**config.mk**
```make
export PLATFORM = sky130hd
export DESIGN_NAME = srtf_turnaround_sim_unit_flat
export DESIGN_NICKNAME = d
export VERILOG_FILES = /design/src/hdl/srtf_pkg.sv /design/src/hdl/srtf_req_if.sv /design/src/hdl/srtf_rsp_if.sv /design/src/hdl/srtf_dpath.sv /design/src/hdl/srtf_ctrl.sv /design/src/hdl/srtf_turnaround_sim_unit.sv /design/src/flat_wrapper.sv
export SDC_FILE = /design/constraint.sdc
export NUM_CORES = 2
export LEC_CHECK = 0
export BUFFER_PORTS_ARGS = -buffer_cell sky130_fd_sc_hd__buf_2
export CAP_MARGIN = 10
export CORE_MARGIN = 2
export CORE_UTILIZATION = 55
export DETAILED_ROUTE_END_ITERATION = 8
export PLACE_DENSITY = 0.71
export SLEW_MARGIN = 0
export SYNTH_ARGS = -nofsm -noshare
export SYNTH_HDL_FRONTEND = slang
export SYNTH_SLANG_ARGS = --single-unit
```
**constraint.sdc**
```tcl
create_clock -name clock -period 6 [get_ports clock]
set_input_delay 1.2 -clock clock [delete_from_list [all_inputs] [get_ports clock]]
set_output_delay 1.2 -clock clock [all_outputs]
set_load 0.01 [all_outputs]
```
**src/hdl/srtf_pkg.sv**
```systemverilog
// ----------------------------------------------------------------------------
// SRTF turnaround simulator package
// Field widths, operation codes and the control and status structures that
// pass between the controller and the datapath.
// ----------------------------------------------------------------------------
package srtf_pkg;

   localparam int ARRIVAL_W    = 16;
   localparam int BURST_W      = 10;
   localparam int JOB_INDEX_W  = 5;
   localparam int TURNAROUND_W = 20;
   localparam int TOTAL_W      = 25;
   localparam int JOB_TOTAL_W  = 6;
   localparam int BEST_W       = 11;

   localparam logic [BEST_W-1:0] NO_JOB = {BEST_W{1'b1}};

   localparam logic ACTION_LOAD = 1'b0;
   localparam logic ACTION_RUN  = 1'b1;

   typedef struct packed {
      logic load;
      logic start_run;
      logic scan_issue;
      logic tick;
      logic emit_ld;
      logic emit_empty;
      logic clear_count;
   } ctrl_cmd_type;

   typedef struct packed {
      logic count_zero;
      logic idx_last;
      logic all_done;
      logic out_free;
   } dp_status_type;

endpackage

```
**src/hdl/srtf_req_if.sv**
```systemverilog
// ----------------------------------------------------------------------------
// SRTF request channel
// Valid/ready channel that carries job loads and run requests.
// ----------------------------------------------------------------------------
interface srtf_req_if
   import srtf_pkg::*;
();
   logic                 valid;
   logic                 ready;
   logic                 action;
   logic [ARRIVAL_W-1:0] arrival;
   logic [BURST_W-1:0]   burst;

   modport source (output valid, output action, output arrival, output burst, input ready);
   modport sink   (input valid, input action, input arrival, input burst, output ready);
endinterface

```
**src/hdl/srtf_rsp_if.sv**
```systemverilog
// ----------------------------------------------------------------------------
// SRTF response channel
// Valid/ready channel that carries one turnaround result per job.
// ----------------------------------------------------------------------------
interface srtf_rsp_if
   import srtf_pkg::*;
();
   logic                    valid;
   logic                    ready;
   logic [JOB_INDEX_W-1:0]  job_index;
   logic [TURNAROUND_W-1:0] turnaround;
   logic [TOTAL_W-1:0]      total_turnaround;
   logic [JOB_TOTAL_W-1:0]  job_total;
   logic                    last;

   modport source (output valid, output job_index, output turnaround,
                   output total_turnaround, output job_total, output last, input ready);
   modport sink   (input valid, input job_index, input turnaround,
                   input total_turnaround, input job_total, input last, output ready);
endinterface

```
**src/hdl/srtf_dpath.sv**
```systemverilog
// ----------------------------------------------------------------------------
// SRTF datapath
// Job stores, scan comparator, tick update, turnaround accumulation and the
// response output register.
// ----------------------------------------------------------------------------
module srtf_dpath
   import srtf_pkg::*;
#(
   parameter int MAX_JOBS = 32
) (
   input  logic                    clock,
   input  logic                    reset,
   input  ctrl_cmd_type            cmd,
   output dp_status_type           status,
   input  logic [ARRIVAL_W-1:0]    req_arrival,
   input  logic [BURST_W-1:0]      req_burst,
   input  logic                    rsp_ready,
   output logic                    rsp_valid,
   output logic [JOB_INDEX_W-1:0]  rsp_job_index,
   output logic [TURNAROUND_W-1:0] rsp_turnaround,
   output logic [TOTAL_W-1:0]      rsp_total_turnaround,
   output logic [JOB_TOTAL_W-1:0]  rsp_job_total,
   output logic                    rsp_last
);

   localparam int IW = (MAX_JOBS > 1) ? $clog2(MAX_JOBS) : 1;
   localparam int CW = $clog2(MAX_JOBS + 1);

   logic [ARRIVAL_W-1:0]    arrival_mem [MAX_JOBS];
   logic [BURST_W-1:0]      remaining_mem [MAX_JOBS];
   logic [TURNAROUND_W-1:0] turnaround_mem [MAX_JOBS];

   logic [CW-1:0]           count_ff, count_in;
   logic [CW-1:0]           done_ff, done_in;
   logic [IW-1:0]           idx_ff, idx_in;
   logic [TURNAROUND_W-1:0] sim_time_ff, sim_time_in;
   logic [IW-1:0]           running_ff, running_in;
   logic [BEST_W-1:0]       best_ff, best_in;
   logic [ARRIVAL_W-1:0]    run_arr_ff, run_arr_in;
   logic                    cmp_vld_ff;
   logic [IW-1:0]           cmp_idx_ff;
   logic [ARRIVAL_W-1:0]    arr_rd_ff;
   logic [BURST_W-1:0]      rem_rd_ff;
   logic [TURNAROUND_W-1:0] ta_rd_ff;
   logic [TOTAL_W-1:0]      total_ff, total_in;

   logic                    rsp_valid_ff;
   logic [JOB_INDEX_W-1:0]  rsp_job_index_ff;
   logic [TURNAROUND_W-1:0] rsp_turnaround_ff;
   logic [TOTAL_W-1:0]      rsp_total_ff;
   logic [JOB_TOTAL_W-1:0]  rsp_job_total_ff;
   logic                    rsp_last_ff;

   logic                    full;
   logic                    load_ok;
   logic                    hit;
   logic                    job_active;
   logic                    job_finish;
   logic [TOTAL_W-1:0]      total_sum;
   logic [31:0]             idx_wide;
   logic [31:0]             count_wide;
   logic                    rem_we;
   logic [IW-1:0]           rem_addr;
   logic [BURST_W-1:0]      rem_wdata;
   logic [TURNAROUND_W-1:0] ta_wdata;

   function automatic logic [BURST_W-1:0] rem_wdata_dec(input logic [BEST_W-1:0] b);
      logic [BEST_W-1:0] d;
      d = b - BEST_W'(1);
      return d[BURST_W-1:0];
   endfunction

   assign full       = (count_ff == CW'(MAX_JOBS));
   assign load_ok    = cmd.load && !full;
   assign job_active = (best_ff != NO_JOB);
   assign job_finish = (best_ff == BEST_W'(1));
   assign total_sum  = total_ff + TOTAL_W'(ta_rd_ff);
   assign idx_wide   = 32'(idx_ff);
   assign count_wide = 32'(count_ff);

   assign hit = cmp_vld_ff && ({{(TURNAROUND_W-ARRIVAL_W){1'b0}}, arr_rd_ff} <= sim_time_ff)
                && (rem_rd_ff != '0) && ({1'b0, rem_rd_ff} < best_ff);

   assign status.count_zero = (count_ff == '0);
   assign status.idx_last   = (CW'(idx_ff) == (count_ff - CW'(1)));
   assign status.all_done   = job_finish && ((done_ff + CW'(1)) == count_ff);
   assign status.out_free   = !rsp_valid_ff || rsp_ready;

   assign rem_we    = load_ok || (cmd.tick && job_active);
   assign rem_addr  = load_ok ? count_ff[IW-1:0] : running_ff;
   assign rem_wdata = load_ok ? ((req_burst == '0) ? BURST_W'(1) : req_burst)
                              : rem_wdata_dec(best_ff);
   assign ta_wdata  = (sim_time_ff + TURNAROUND_W'(1))
                      - {{(TURNAROUND_W-ARRIVAL_W){1'b0}}, run_arr_ff};

   always_ff @(posedge clock) begin
      if (load_ok) begin
         arrival_mem[count_ff[IW-1:0]] <= req_arrival;
      end
      arr_rd_ff <= arrival_mem[idx_ff];
   end

   always_ff @(posedge clock) begin
      if (rem_we) begin
         remaining_mem[rem_addr] <= rem_wdata;
      end
      rem_rd_ff <= remaining_mem[idx_ff];
   end

   always_ff @(posedge clock) begin
      if (cmd.tick && job_finish) begin
         turnaround_mem[running_ff] <= ta_wdata;
      end
      ta_rd_ff <= turnaround_mem[idx_ff];
   end

   always_comb begin
      count_in    = count_ff;
      done_in     = done_ff;
      idx_in      = idx_ff;
      sim_time_in = sim_time_ff;
      running_in  = running_ff;
      best_in     = best_ff;
      run_arr_in  = run_arr_ff;
      total_in    = total_ff;

      if (load_ok) begin
         count_in = count_ff + CW'(1);
      end
      if (cmd.start_run) begin
         done_in     = '0;
         idx_in      = '0;
         sim_time_in = '0;
         running_in  = '0;
         best_in     = NO_JOB;
         total_in    = '0;
      end
      if (cmd.scan_issue && !status.idx_last) begin
         idx_in = idx_ff + IW'(1);
      end
      if (hit) begin
         best_in    = {1'b0, rem_rd_ff};
         running_in = cmp_idx_ff;
         run_arr_in = arr_rd_ff;
      end
      if (cmd.tick) begin
         idx_in      = '0;
         sim_time_in = sim_time_ff + TURNAROUND_W'(1);
         if (job_finish) begin
            done_in = done_ff + CW'(1);
            best_in = NO_JOB;
         end else if (job_active) begin
            best_in = best_ff - BEST_W'(1);
         end
      end
      if (cmd.emit_ld) begin
         total_in = total_sum;
         if (!status.idx_last) begin
            idx_in = idx_ff + IW'(1);
         end
      end
      if (cmd.clear_count) begin
         count_in = '0;
         done_in  = '0;
         idx_in   = '0;
      end
   end

   always_ff @(posedge clock) begin
      if (reset) begin
         count_ff    <= '0;
         done_ff     <= '0;
         idx_ff      <= '0;
         sim_time_ff <= '0;
         running_ff  <= '0;
         best_ff     <= NO_JOB;
         cmp_vld_ff  <= 1'b0;
      end else begin
         count_ff    <= count_in;
         done_ff     <= done_in;
         idx_ff      <= idx_in;
         sim_time_ff <= sim_time_in;
         running_ff  <= running_in;
         best_ff     <= best_in;
         cmp_vld_ff  <= cmd.scan_issue;
      end
   end

   always_ff @(posedge clock) begin
      run_arr_ff <= run_arr_in;
      total_ff   <= total_in;
      cmp_idx_ff <= idx_ff;
   end

   always_ff @(posedge clock) begin
      if (reset) begin
         rsp_valid_ff <= 1'b0;
      end else if (cmd.emit_ld || cmd.emit_empty) begin
         rsp_valid_ff <= 1'b1;
      end else if (rsp_ready) begin
         rsp_valid_ff <= 1'b0;
      end
   end

   always_ff @(posedge clock) begin
      if (cmd.emit_ld) begin
         rsp_job_index_ff  <= idx_wide[JOB_INDEX_W-1:0];
         rsp_turnaround_ff <= ta_rd_ff;
         rsp_total_ff      <= status.idx_last ? total_sum : '0;
         rsp_job_total_ff  <= count_wide[JOB_TOTAL_W-1:0];
         rsp_last_ff       <= status.idx_last;
      end else if (cmd.emit_empty) begin
         rsp_job_index_ff  <= '0;
         rsp_turnaround_ff <= '0;
         rsp_total_ff      <= '0;
         rsp_job_total_ff  <= '0;
         rsp_last_ff       <= 1'b1;
      end
   end

   assign rsp_valid            = rsp_valid_ff;
   assign rsp_job_index        = rsp_job_index_ff;
   assign rsp_turnaround       = rsp_turnaround_ff;
   assign rsp_total_turnaround = rsp_total_ff;
   assign rsp_job_total        = rsp_job_total_ff;
   assign rsp_last             = rsp_last_ff;

   // A result must never overwrite one that has not yet been taken.
   a_no_overwrite: assert property (@(posedge clock) disable iff (reset)
      (cmd.emit_ld || cmd.emit_empty) |-> status.out_free)
      else $error("Response register overwritten while a transaction is pending.");

   a_scan_in_range: assert property (@(posedge clock) disable iff (reset)
      cmp_vld_ff |-> (CW'(cmp_idx_ff) < count_ff))
      else $error("Scan compared a job beyond the loaded count.");

   a_running_in_range: assert property (@(posedge clock) disable iff (reset)
      (cmd.tick && job_active) |-> (CW'(running_ff) < count_ff))
      else $error("Running job lies beyond the loaded count.");

   a_done_bounded: assert property (@(posedge clock) disable iff (reset)
      done_ff <= count_ff)
      else $error("Finished job count exceeds the loaded count.");

endmodule

```
**src/hdl/srtf_ctrl.sv**
```systemverilog
// ----------------------------------------------------------------------------
// SRTF controller
// Sequences loads, the per-tick scan and update, and the result emission.
// ----------------------------------------------------------------------------
module srtf_ctrl
   import srtf_pkg::*;
(
   input  logic          clock,
   input  logic          reset,
   input  logic          req_valid,
   input  logic          req_action,
   output logic          req_ready,
   input  dp_status_type status,
   output ctrl_cmd_type  cmd
);

   typedef enum logic [6:0] {
      ST_IDLE    = 7'b0000001,
      ST_SCAN    = 7'b0000010,
      ST_DRAIN   = 7'b0000100,
      ST_TICK    = 7'b0001000,
      ST_EMIT_RD = 7'b0010000,
      ST_EMIT_LD = 7'b0100000,
      ST_EMPTY   = 7'b1000000
   } state_type;

   state_type state_ff, state_in;

   always_comb begin
      state_in  = state_ff;
      cmd       = '0;
      req_ready = 1'b0;
      unique case (state_ff)
         ST_IDLE: begin
            req_ready = 1'b1;
            if (req_valid) begin
               if (req_action == ACTION_LOAD) begin
                  cmd.load = 1'b1;
               end else if (status.count_zero) begin
                  state_in = ST_EMPTY;
               end else begin
                  cmd.start_run = 1'b1;
                  state_in      = ST_SCAN;
               end
            end
         end
         ST_SCAN: begin
            cmd.scan_issue = 1'b1;
            if (status.idx_last) begin
               state_in = ST_DRAIN;
            end
         end
         ST_DRAIN: begin
            state_in = ST_TICK;
         end
         ST_TICK: begin
            cmd.tick = 1'b1;
            state_in = status.all_done ? ST_EMIT_RD : ST_SCAN;
         end
         ST_EMIT_RD: begin
            state_in = ST_EMIT_LD;
         end
         ST_EMIT_LD: begin
            if (status.out_free) begin
               cmd.emit_ld = 1'b1;
               if (status.idx_last) begin
                  cmd.clear_count = 1'b1;
                  state_in        = ST_IDLE;
               end else begin
                  state_in = ST_EMIT_RD;
               end
            end
         end
         ST_EMPTY: begin
            if (status.out_free) begin
               cmd.emit_empty = 1'b1;
               state_in       = ST_IDLE;
            end
         end
         default: begin
            state_in = ST_IDLE;
         end
      endcase
   end

   always_ff @(posedge clock) begin
      if (reset) begin
         state_ff <= ST_IDLE;
      end else begin
         state_ff <= state_in;
      end
   end

endmodule

```
**src/hdl/srtf_turnaround_sim_unit.sv**
```systemverilog
// ----------------------------------------------------------------------------
// SRTF turnaround simulator
// A load transaction stores one job unless the job store is full. A run
// transaction simulates preemptive shortest-remaining-time-first scheduling:
// each simulated tick scans the job store, whose single read port serves one
// job per cycle, then passes a drain state and an update state; idle ticks
// before the first arrival cost the same. Once every job has finished,
// results leave in load order through a read and an output state, the latter
// waiting for a free response register, and the last carries the total
// turnaround. A run with no jobs loaded returns one all-zero result marked last.
// ----------------------------------------------------------------------------
module srtf_turnaround_sim_unit
   import srtf_pkg::*;
#(
   parameter int MAX_JOBS = 32
) (
   input logic      clock,
   input logic      reset,
   srtf_req_if.sink   req_if,
   srtf_rsp_if.source rsp_if
);

   ctrl_cmd_type  cmd;
   dp_status_type status;

   srtf_ctrl u_ctrl (
      .clock      (clock),
      .reset      (reset),
      .req_valid  (req_if.valid),
      .req_action (req_if.action),
      .req_ready  (req_if.ready),
      .status     (status),
      .cmd        (cmd)
   );

   srtf_dpath #(
      .MAX_JOBS (MAX_JOBS)
   ) u_dpath (
      .clock                (clock),
      .reset                (reset),
      .cmd                  (cmd),
      .status               (status),
      .req_arrival          (req_if.arrival),
      .req_burst            (req_if.burst),
      .rsp_ready            (rsp_if.ready),
      .rsp_valid            (rsp_if.valid),
      .rsp_job_index        (rsp_if.job_index),
      .rsp_turnaround       (rsp_if.turnaround),
      .rsp_total_turnaround (rsp_if.total_turnaround),
      .rsp_job_total        (rsp_if.job_total),
      .rsp_last             (rsp_if.last)
   );

endmodule
```
**src/flat_wrapper.sv**
```systemverilog
// flat-port wrapper written by rule: the top's interface ports become plain ports
module srtf_turnaround_sim_unit_flat import srtf_pkg::*;
#(
   parameter int MAX_JOBS = 32
)
  (clock, reset, req_if_valid, req_if_action, req_if_arrival, req_if_burst, req_if_ready, rsp_if_valid, rsp_if_job_index, rsp_if_turnaround, rsp_if_total_turnaround, rsp_if_job_total, rsp_if_last, rsp_if_ready);
  srtf_req_if req_if_i ();
  srtf_rsp_if rsp_if_i ();
  input logic clock;
  input logic reset;
  input wire logic [$bits(req_if_i.valid)-1:0] req_if_valid;
  input wire logic [$bits(req_if_i.action)-1:0] req_if_action;
  input wire logic [$bits(req_if_i.arrival)-1:0] req_if_arrival;
  input wire logic [$bits(req_if_i.burst)-1:0] req_if_burst;
  output wire logic [$bits(req_if_i.ready)-1:0] req_if_ready;
  output wire logic [$bits(rsp_if_i.valid)-1:0] rsp_if_valid;
  output wire logic [$bits(rsp_if_i.job_index)-1:0] rsp_if_job_index;
  output wire logic [$bits(rsp_if_i.turnaround)-1:0] rsp_if_turnaround;
  output wire logic [$bits(rsp_if_i.total_turnaround)-1:0] rsp_if_total_turnaround;
  output wire logic [$bits(rsp_if_i.job_total)-1:0] rsp_if_job_total;
  output wire logic [$bits(rsp_if_i.last)-1:0] rsp_if_last;
  input wire logic [$bits(rsp_if_i.ready)-1:0] rsp_if_ready;
  assign req_if_i.valid = req_if_valid;
  assign req_if_i.action = req_if_action;
  assign req_if_i.arrival = req_if_arrival;
  assign req_if_i.burst = req_if_burst;
  assign req_if_ready = req_if_i.ready;
  assign rsp_if_valid = rsp_if_i.valid;
  assign rsp_if_job_index = rsp_if_i.job_index;
  assign rsp_if_turnaround = rsp_if_i.turnaround;
  assign rsp_if_total_turnaround = rsp_if_i.total_turnaround;
  assign rsp_if_job_total = rsp_if_i.job_total;
  assign rsp_if_last = rsp_if_i.last;
  assign rsp_if_i.ready = rsp_if_ready;
  srtf_turnaround_sim_unit #(.MAX_JOBS(MAX_JOBS)) u_core (.clock(clock), .reset(reset), .req_if(req_if_i), .rsp_if(rsp_if_i));
endmodule
```
==> impl_metrics.env <==
export IMPL_status="complete, no violations"
export IMPL_crit_path_start_kind="flop"
export IMPL_overflow=0
export IMPL_crit_required_ns=6.62
export IMPL_ant_nets=0
export IMPL_slew_violations=0
export IMPL_peakVddDrop_uv=274
export IMPL_max_stage_delay_ns=0.55
export IMPL_num_fill_cells=8302
export IMPL_route_final_wire_length_mm=154
export IMPL_dpl_hpwl_mm=89.2
export IMPL_dr_total_vias=33758
export IMPL_gp_congestion=0.883
export IMPL_cts_root_buf="clkbuf_16"
export IMPL_ctsResizeCount=0
export IMPL_hold_buffers=0
export IMPL_yosys_area_top_type="edfxtp_1"
export IMPL_cp_max_fo=20
export IMPL_async_reset_ff_share_pct=0
export IMPL_tightest_slew_ns=1.26
export IMPL_p_leak_nw=23.5
export IMPL_ys_seq_elements=1683
export IMPL_antenna_found_initial=10
export IMPL_dr_wl_met2_mm=76.7
export IMPL_synth_distinct_cells=67
export IMPL_pin_count=90
export IMPL_grt_max_degree=126
export IMPL_ys_seq_area_share_pct=73.7
export IMPL_cts_path_max_buffers=3
export IMPL_stdcell_area_sq_mm=0.0755
export IMPL_final_nets=3669
export IMPL_rows=128
export IMPL_skew_ns=0.0313
export IMPL_dr_pass1_iters=5
export IMPL_synthTopCellsByCount="1570 x edfxtp_1, 460 x mux4_2, 231 x nor2_1"
export IMPL_cp_data_arrival_time_ns=5.25
export IMPL_yosysMostFrequentCell="edfxtp_1"
export IMPL_grt_use_total_pct=25.0
export IMPL_critPathKind="reg -> reg"
export IMPL_drive_above_1_share_pct=28.0
export IMPL_cts_setup_buffers=0
export IMPL_finalCritPeriodShare_pct=77.3
export IMPL_drtIter0Drc=4165
export IMPL_synth_top_area_share_pct=70.4
export IMPL_grt_pass1_wl_mm=228
export IMPL_path_cells="ha_1 -> nand4_1 -> nor2_1 -> nand2_1 -> nor4_1 -> xnor2_1 -> ha_1 -> o21ai_0 -> nand2b_1 -> o21ai_1 -> nor2_1 -> a2111oi_2 -> nand3_1 -> xnor2_2 -> buf_6"
export IMPL_placed_area_sq_mm=0.0700
export IMPL_post_drt_wl_per_cell_um=29.0
export IMPL_layout_min_cycle_time_ns=4.64
export IMPL_slowest_stage="xnor2_2"
export IMPL_hold_violations=0
export IMPL_clockPowerShare_pct=42.1
export IMPL_syn_nets=3455
export IMPL_top_layer_used="met5"
export IMPL_synthTopCellsByArea="edfxtp_1 70%, mux4_2 15%, dfxtp_1 3.4%, ha_1 1.3%, nor2_1 1.3%"
export IMPL_numPortBuffers=89
export IMPL_rsz0062_at_grt="false"
export IMPL_route_met3_wl_mm=12.5
export IMPL_cts_tree="yes"
export IMPL_slew_headroom_pct=16.3
export IMPL_routed_via_density=6.34
export IMPL_avgSynthCellArea_sq_um=20.0
export IMPL_setup_violations=0
export IMPL_grt_pass1_vias=34384
export IMPL_fp_dieW_um=353
export IMPL_remaining_drc_errors=0
export IMPL_p_per_area_mw_per_mm2=320
export IMPL_synth_edf_count=1570
export IMPL_setup_tns_ns=0
export IMPL_insertion_delay_ns=0.78
export IMPL_cp_end_kind="flop"
export IMPL_ys_flop_type="edfxtp_1"
export IMPL_fp_dieArea_sq_mm=0.125
export IMPL_wl_met1_mm=60.9
export IMPL_cts_inserted_buffers=166
export IMPL_start_util_pct=55.2
export IMPL_critical_path_buf_inv_count=1
export IMPL_crit_family="simple AND/OR/NAND/NOR gates"
export IMPL_syn_inst=3350
export IMPL_yosysWarningCount=0
export IMPL_areaGrowthSynthToFinish_pct=12.6
export IMPL_combPwrFrac_pct=4.0
export IMPL_netSwitchingFraction_pct=20.9
export IMPL_hold_class="reg -> reg"
export IMPL_internal_power_mw=19.1
export IMPL_switchingPower_mw=5.04
export IMPL_cap_violations=0
export IMPL_core_sq_mm=0.121
export IMPL_syn_area_sq_mm=0.0670
export IMPL_power_frac_seq_pct=54.0
export IMPL_clk_pin_slew_ns=0.06
export IMPL_die_h_um=353
export IMPL_fmaxAchievable_ghz=0.216
export IMPL_cts_sinks=1683
export IMPL_ctsHtreeMaxLevel=4
metrics by stage:
step           setup slack [ns]  power, mW  utilization, %  cells  hold slack [ns]
2_1_floorplan              1.75       13.8               -   3350            0.329
3_5_place_dp               1.11       14.2            57.7   5015            0.427
3_3_place_gp               1.43       14.2            57.7   5014            0.420
6_report                   1.36       24.1            62.2   5327            0.436
5_1_grt                   0.883       24.8            62.2   5326            0.446
4_1_cts                    1.10       24.3            62.1   5320            0.437
metal layers:
metal,up-vias,GRT usage [%]
met5,-,0
met4,10,7.80
met3,274,4.20
met2,1592,40.7
met1,17787,35.2
li1,14095,-
final cells by class:
| type | count | area [sq um] | area share, % |
|---|---|---|---|
| Inverter | 52 | 195 | 0.259 |
| Multi-Input combinational cell | 1457 | 17100 | 22.6 |
| Antenna cell | 1 | 2.50 | 0.00332 |
| Timing Repair Buffer | 204 | 1420 | 1.88 |
| Tap cell | 1625 | 2030 | 2.69 |
| Sequential cell | 1683 | 49400 | 65.5 |
| Clock buffer | 211 | 4510 | 5.98 |
| Clock inverter | 94 | 823 | 1.09 |
registers in the layout, summed over array words and instances, names as in the netlist, 20 cells and up:
| register | flops |
|---|---|
| u_core.u_dpath.rsp_turnaround | 20 |
| u_core.u_dpath.total_ff | 25 |
| u_core.u_dpath.rsp_total_turnaround | 25 |
| u_core.u_dpath.sim_time_ff | 20 |
| u_core.u_dpath.remaining_mem | 320 |
| u_core.u_dpath.arrival_mem | 512 |
| u_core.u_dpath.turnaround_mem | 640 |
| u_core.u_dpath.ta_rd_ff | 20 |
worst reg2reg max path, stage by stage (launching register included):
cell       delay (ns)
dfxtp_1          0.44
ha_1             0.29
nand4_1          0.26
nor2_1           0.38
nand2_1          0.13
nor4_1           0.27
xnor2_1          0.21
ha_1             0.33
o21ai_0          0.17
nand2b_1         0.09
o21ai_1          0.27
nor2_1           0.11
a2111oi_2        0.50
nand3_1          0.21
xnor2_2          0.55
buf_6            0.26
worst paths after layout:
kind                                              startpoint                                              end  slack [ns]  depth (start not counted)
setup / recovery  u_core.u_dpath.sim_time_ff[0]$_SDFFE_PP0P_  u_core.u_dpath.turnaround_mem[14][18]$_DFFE_PP_        1.36                         15
hold / removal          u_core.u_dpath.cmp_idx_ff[4]$_DFF_P_        u_core.u_dpath.running_ff[4]$_SDFFE_PP0P_        0.44                          2
setup reg to reg  u_core.u_dpath.sim_time_ff[0]$_SDFFE_PP0P_  u_core.u_dpath.turnaround_mem[14][18]$_DFFE_PP_        1.36                         15
hold reg to reg         u_core.u_dpath.cmp_idx_ff[4]$_DFF_P_        u_core.u_dpath.running_ff[4]$_SDFFE_PP0P_        0.44                          2
cells in the final DEF (no fill, tap or decap), types with 12 or more instances in the layout:
master        n
a21o_1       17
a21oi_1      70
and2_1       35
and3_1       12
buf_2        89
buf_4       102
bufinv_16    12
clkbuf_1     33
clkbuf_16   172
clkinv_1     34
clkinv_2     32
dfxtp_1     108
edfxtp_1   1570
ha_1         72
inv_1        51
mux2_2       46
mux2i_1      12
mux4_2      460
nand2_1      89
nand2b_1     15
nand3_1      46
nand3b_1     17
nor2_1      196
nor2_2       34
nor2b_1      26
nor3_1       27
nor4_1       13
o21ai_0      50
or3_1        13
xnor2_1      44
xor2_1       25
power groups by stage:
stage | registers, mW | clock network, mW | logic, mW
CTS | 13.0 | 10.3 | 0.960
detailed placement | 13.3 | 0 | 0.955
finish | 13.0 | 10.2 | 0.955
global placement | 13.3 | 0 | 0.915
floorplan | 13.3 | 0 | 0.558
global route | 13.0 | 10.7 | 1.03
cells by family (layout without fill, tap and decap cells):
| family | Yosys count | count (layout) | share of synthesized area (%) |
|---|---|---|---|
| mux | 518 | 518 | 16.4 |
| other cells | 0 | 1 | 0 |
| buf+inv | 210 | 561 | 1.27 |
| simple gates | 562 | 562 | 4.07 |
| compound gates | 218 | 218 | 1.99 |
| flops | 1683 | 1683 | 73.7 |
| fa+ha+maj | 74 | 74 | 1.40 |
| xor+xnor | 85 | 85 | 1.11 |
(Power assumes the default switching activity.)
